==> config.mk <==
export PLATFORM = sky130hd
export DESIGN_NAME = ftmd_ram
export DESIGN_NICKNAME = d
export VERILOG_FILES = /design/src/rtl/ftmd_ram.sv
export SDC_FILE = /design/constraint.sdc
export NUM_CORES = 1
export LEC_CHECK = 0
export ABC_AREA = 1
export ABC_CLOCK_PERIOD_IN_PS = 3500
export BUFFER_PORTS_ARGS = -buffer_cell sky130_fd_sc_hd__buf_2
export CORE_ASPECT_RATIO = 0.5
export CORE_MARGIN = 2
export CORE_UTILIZATION = 59
export CTS_CLUSTER_DIAMETER = 150
export DETAILED_ROUTE_END_ITERATION = 16
export PLACE_DENSITY = 0.84
export SLEW_MARGIN = 20
export SYNTH_ARGS = -nofsm -noshare
export SYNTH_HDL_FRONTEND = slang
export SYNTH_SLANG_ARGS = --single-unit
==> constraint.sdc <==
create_clock -name clk -period 3.5 [get_ports clk]
set_input_delay 0.525 -clock clk [delete_from_list [all_inputs] [get_ports clk]]
set_output_delay 0.525 -clock clk [all_outputs]
set_load 0.02 [all_outputs]
==> src/rtl/ftmd_ram.sv <==
`timescale 1ns / 1ps
// ----------------------------------------------------------------------------
// ftmd_ram
// Generic single-write, single-read RAM with registered read data.
// ----------------------------------------------------------------------------
module ftmd_ram #(
  parameter int WIDTH = 8,
  parameter int DEPTH = 4
) (
  input  logic                                     clk,
  input  logic                                     we,
  input  logic [((DEPTH > 1) ? $clog2(DEPTH) : 1)-1:0] waddr,
  input  logic [WIDTH-1:0]                         wdata,
  input  logic                                     re,
  input  logic [((DEPTH > 1) ? $clog2(DEPTH) : 1)-1:0] raddr,
  output logic [WIDTH-1:0]                         rdata
);

  logic [WIDTH-1:0] mem [DEPTH];

  always_ff @(posedge clk) begin
    if (we) begin
      mem[waddr] <= wdata;
    end
    if (re) begin
      rdata <= mem[raddr];
    end
  end

endmodule

Word-level counts from Yosys, hierarchy flattened
Memories as Yosys holds them, arrays and structs flattened. A register that Yosys moved wholly into a read port is not among the register bits. Index checks and enable logic that the tools add are counted. Widths: inputs -> output; s select.

Memories: 1. Register bits after elaboration: 0. Input bits: 15. Output and inout bits: 8. Word-level logic and storage cells: 3. Bits in writable memories: 32.

Memory list: mem (words 4, width 8, read ports 1, clocked after Yosys merged registers in 1, wr ports 1, RTL line 19) `logic [WIDTH-1:0] mem [DEPTH];`.

Mux-type cells: 2.

Operators by type and width (number): $mux 1 (2).

Logic depth before layout (Yosys ltp)
Gate-level depths: netlist of run 1.

Word-level depth: 2. Depth in mapped cells: 6.

Worst setup path before layout of run 1
Ideal clock, no wire load.

Path kind: input to register. Start point: input port waddr[0] in the netlist's numbering. End point: memory mem[3][0] (enable). Data required time: 3117 ps. Setup slack: 1912 ps. Data arrival time: 1205 ps. Buffers on the path: 0. Setup time: 383 ps. Stages on the path: 2. Cells stage by stage: inv_1 > nor3_1.

RTL lines: start, declared (RTL line 12) `input logic [((DEPTH > 1) ? $clog2(DEPTH) : 1)-1:0] waddr,`; end, declared (RTL line 19).

No word-level cell before the write port.

Worst setup path after layout of run 1
Start point: register rdata[0], read port of mem. End point: output port rdata[0].

RTL lines: start, declared (RTL line 16) `output logic [WIDTH-1:0] rdata`.

No word-level cell between the ends.

==> metrics, run 1 <==
Tcrit/Tclk final 38.01%; Synth top area share 73.79%; total CTS buffers 5; Antenna Violating Nets Remaining 0; Crit. End Element primary output; pre-CTS setup slack 1553 ps; Peak supply drop 0.0004701 V; Slew @ Worst Pin 637.5 ps; CTS Hold Buffers Added 0; Clk Latency, worst-skew pair 290 ps; Crit Path Max Fanout 1; Critical R2R Launch mem[2][6]; critical path class register to primary output; CP Buf/Inv Count 1; Final Skew 5.888 ps; routed wire length 2936 um; area of the core 2603 um^2; most frequent cells in the layout nand2_1 (40), edfxtp_1 (40), inv_1 (36), buf_2 (22), nand3_1 (16); Vias 992; top post-synthesis cells by area edfxtp_1 (74%), nand2_1 (9.2%), inv_1 (8.3%), nand3_1 (4.9%), buf_6 (1.4%); share of cells above drive strength 1 20.96%; Hold Startpoint wdata[0]; min-delay worst type input pin to register; IO Count 23; Rel. slew slack 57.27%; CP peak stage delay 350 ps; count of input and output buffers 22; Seq/Total Area, Yosys 73.79%; clk slew on worst S/H paths 70 ps; first-pass GRT wire length 4340 um; Yosys reg bits 40; DRC Markers 0; largest family of logic cells by synthesized area simple AND/OR/NAND/NOR gates; Initial Utilization 62.55%; die area 3221 um^2; Avg Inst Size Synth 11.54 um^2; gp weighted congestion 0.8907; Startpoint Class register; Final Slew Violations 0; CTS tree built; setup bufs post-CTS 0; CTS resizes 0; clk sinks 40; Synth cell types 9; row cnt 13; pwr/cell area 537.2 nW/um^2; worst-path cell chain buf_2; syn nets 156; crit path launch rdata[0]; Chip Width 78.29 um; status completed; gr ovfl total 0; CP required 2970 ps; cells after synthesis 141; detailed placer's ending HPWL 2032 um; post-place instance area 1749 um^2; # diodes 0; Die Y 41.14 um; fin area 1886 um^2; post-synthesis adder-cell area fraction 0%; critical path data arrival time 810 ps; critical path's top delay family flip-flops; area leader, netlist edfxtp_1; htree depth 2; area grow syn2layout 15.83%; DRT Pass-1 Iters 4; Setup TNS Final 0 ps; RSZ-0062 raised after global routing false; setup ws final 2170 ps; all-layer global routing usage 21.26%; Final Core Density 72.45%; simple-gate share of the synthesized area 15.37%; synthesized area 1628 um^2; max-cap viol count 0; First DRT Iteration DRCs 220; nets 181; Final Hold Slack 456.9 ps; Final Critical Period 1330 ps; drt via density 4.863; post-synthesis xor/xnor area fraction 0%; Compound-Gate Fraction of Synth Area 0%; slowest CP cell edfxtp_1; largest net degree at the start of global routing 18; Fin. Hold Viols 0; WL per Instance 14.39 um; clock root buffer clkbuf_8; vias in the first global route 844; Bufs on Longest Clock Path 2; Yosys warnings 0; fmax 751.7 MHz; Pleak 0.8576 nW; initial antenna violation count 0; mux contribution to synthesized area 0%; number of setup violations in the final report 0
final cells by class:
class	count	area (um^2)
Clock buffer	5	68.82
Clock inverter	3	47.55
Fill cell	184	716.9
Inverter	37	141.4
Multi-Input combinational cell	60	270.3
Sequential cell	40	1201
Tap cell	37	46.29
Timing Repair Buffer	22	110.1
cells in the mapped netlist:
master,count
edfxtp_1,40
nand2_1,40
inv_1,36
nand3_1,16
nor3_1,4
buf_6,2
buf_2,1
buf_4,1
inv_4,1
final timing paths:
kind | slack [ps] | endpoint | cells after the start
worst max-delay path | 2170 | rdata[0] | 1
worst min-delay path | 460 | mem[2][0] | 1
worst max register to register | 2550 | rdata[6] | 4
worst min register to register | 640 | rdata[4] | 4
cells by family (layout without fill, tap and decap cells):
group                  after synthesis  after routing
flip-flops                          40             40
AND/OR/NAND/NOR                     60             60
buffers and inverters               41             67
state kept, by name, summed over array words and instances (netlist names):
signal  count
mem        32
rdata       8
power by group:
part / internal (mW) / switching, mW / total, mW / leakage [nW]
Clock: 0.214 / 0.160 / 0.375 / 0.0583
Sequential: 0.556 / 0.00831 / 0.565 / 0.373
Combinational: 0.0229 / 0.0509 / 0.0738 / 0.427
Total: 0.794 / 0.219 / 1.01 / 0.858
through the flow:
stage	instances	power, mW
after global placement	196	0.6439
after global routing	204	1.051
after CTS	204	1.018
final	204	1.013
after floorplan	141	0.6181
after detailed placement	196	0.6461
worst register-to-register path, stage by stage, from the launching register on:
cell and delay [ps]:
edfxtp_1 400, inv_1 70, nand2_1 70, nand3_1 90, nand2_1 70
routing by layer:
layer	vias up	wire [um]	track usage (%)	part of all wire, %
met3	7	311	10.57	11
met4	0	58	9.211	2.0
met1	437	1364	28.96	46
met2	56	1201	28.88	41
met5	-	0	0	0
li1	492	-	-	-
(Power assumes the default switching activity.)
==> inputs of run 2 (changes only) <==
Settings changed: ABC_CLOCK_PERIOD_IN_PS 3500 to 1300, CORE_UTILIZATION 59 to 55, PLACE_DENSITY 0.84 to 0.79.
Clock period 3.5 ns to 1.3 ns, I/O delays scaled along.
==> run 2 against run 1 <==
  * Cell count is 2.0% higher
  * Count of clock-buffer cells in the layout is 2 higher
  * Die area is 6.7% higher
  * Cell area is 1.4% lower
  * First-iteration DRC count is 70% lower
  * Worst hold slack worse by 330 ps
  * Flip-flop and latch count stayed put
  * Non-clock buffer count is 4 higher
  * Via count is 0.10% higher
  * Wire length is 6.5% lower
  * Core utilization is 3.6 points lower
==> metrics, run 2 (synthesized netlist as in run 1, its figures left out) <==
total CTS buffers 5; Top reg by flops mem; clk sinks 40; First DRT Iteration DRCs 65; routed wire length 2745 um; detailed placer's ending HPWL 1808 um; Peak supply drop 0.0008491 V; area of the core 2700 um^2; cell count of the worst reg-to-reg path 4; slowest CP cell edfxtp_1; Final Slew Violations 0; CTS tree built; Setup TNS Final 0 ps; gp weighted congestion 0.8528; critical path data arrival time 820 ps; setup bufs post-CTS 0; number of setup violations in the final report 0; row cnt 13; min-delay worst type input pin to register; Crit Path Max Fanout 1; Rel. slew slack 77.19%; # fillers 191; Tcrit/Tclk final 78.13%; Final Skew 4.228 ps; critical path's top delay family flip-flops; max-cap viol count 0; pwr/cell area 1335 nW/um^2; WL met2 1209 um; flop2flop setup slack 410 ps; wire length on met1 1343 um; RSZ-0062 raised after global routing false; Pleak 0.8563 nW; Initial Utilization 60.29%; Pint 1.937 mW; CTS Hold Buffers Added 0; WL per Instance 13.20 um; fin area 1859 um^2; first-pass GRT wire length 4340 um; Antenna Violating Nets Remaining 0; Slew @ Worst Pin 342.1 ps; critical path class register to primary output; Vias 993; clock root buffer clkbuf_8; status completed; area grow syn2layout 14.22%; DRC Markers 0; Crit. End Element primary output; WHS Path Cells 1; Startpoint Class register; Final Critical Period 1016 ps; clk slew on worst S/H paths 70 ps; # diodes 0; CP required 1110 ps; CP peak stage delay 370 ps; CTS resizes 0; Die Y 42.47 um; drt via density 4.774; die area 3437 um^2; Chip Width 80.94 um; clock network fraction of total power 30.9%; DRT Pass-1 Iters 4; gr ovfl total 0; Psw 545.1 uW; count of input and output buffers 22; fmax 984.5 MHz; Switching Fraction 21.97%; worst-path cell chain buf_2; initial antenna violation count 0; post-place instance area 1779 um^2; CP Buf/Inv Count 1; CP Depth 1; IO Count 23; Final Hold Slack 126.2 ps; all-layer global routing usage 18.24%; nets 185; vias in the first global route 934; Clk Latency, worst-skew pair 280 ps; Fin. Hold Viols 0; Sequential Power Share 60.9%; DR WL met3 192 um; largest net degree at the start of global routing 18; top flop regs mem x32, rdata x8; dpl cells 200; htree depth 2; number of flip-flops in the largest register 32; Bufs on Longest Clock Path 2; Finished Layout Cells 208; most frequent cells in the layout nand2_1 (40), edfxtp_1 (40), inv_1 (36), buf_2 (22), nand3_1 (16); share of cells above drive strength 1 18.71%; Power, Total 2.482 mW; highest metal used met3; Combinational Power Share 8.2%
[run 2: final timing paths]
path	end	from
hold / removal	mem[3][7]	wdata[7]
setup reg to reg	rdata[2]	mem[2][2]
setup / recovery	rdata[2]	rdata[2]
hold reg to reg	rdata[0]	mem[0][0]
[run 2: metrics by stage]
step                utilization [%]  worst slack, ps
floorplan                         -            42.14
detailed placement            65.89            225.5
CTS                           68.86            268.7
global route                  68.86            241.4
global placement              65.89            255.1
finish                        68.86            284.3
[run 2: worst reg2reg max path: cells and delay by family (launching register included)]
kind | cells | cell delay [ps]
flip-flops | 1 | 380
AND/OR/NAND/NOR | 3 | 210
buffers and inverters | 1 | 60
[run 2: power groups by stage]
stage / logic (mW) / registers (mW) / clock network (mW)
floorplan: 0.0988 / 1.57 / 0
global placement: 0.195 / 1.54 / 0
detailed placement: 0.201 / 1.54 / 0
CTS: 0.202 / 1.51 / 0.763
global route: 0.226 / 1.52 / 0.811
finish: 0.202 / 1.51 / 0.767
[run 2: cell type report]
| cell class | instances | area [um^2] | share of cell area, % |
|---|---|---|---|
| well taps | 37 | 46.29 | 2.490 |
| inverters | 37 | 141.4 | 7.604 |
| flip-flops and latches | 40 | 1201 | 64.60 |
| multi-input cells | 60 | 250.2 | 13.46 |
| clock buffers | 7 | 76.32 | 4.105 |
| clock inverters | 1 | 3.754 | 0.2019 |
| repair buffers | 26 | 140.1 | 7.537 |
[run 2: per-layer routing]
layer	vias to the layer above	global-route usage, %
met5	-	0
met4	0	6.441
met3	0	5.819
met2	44	27.11
met1	446	25.43
li1	503	-
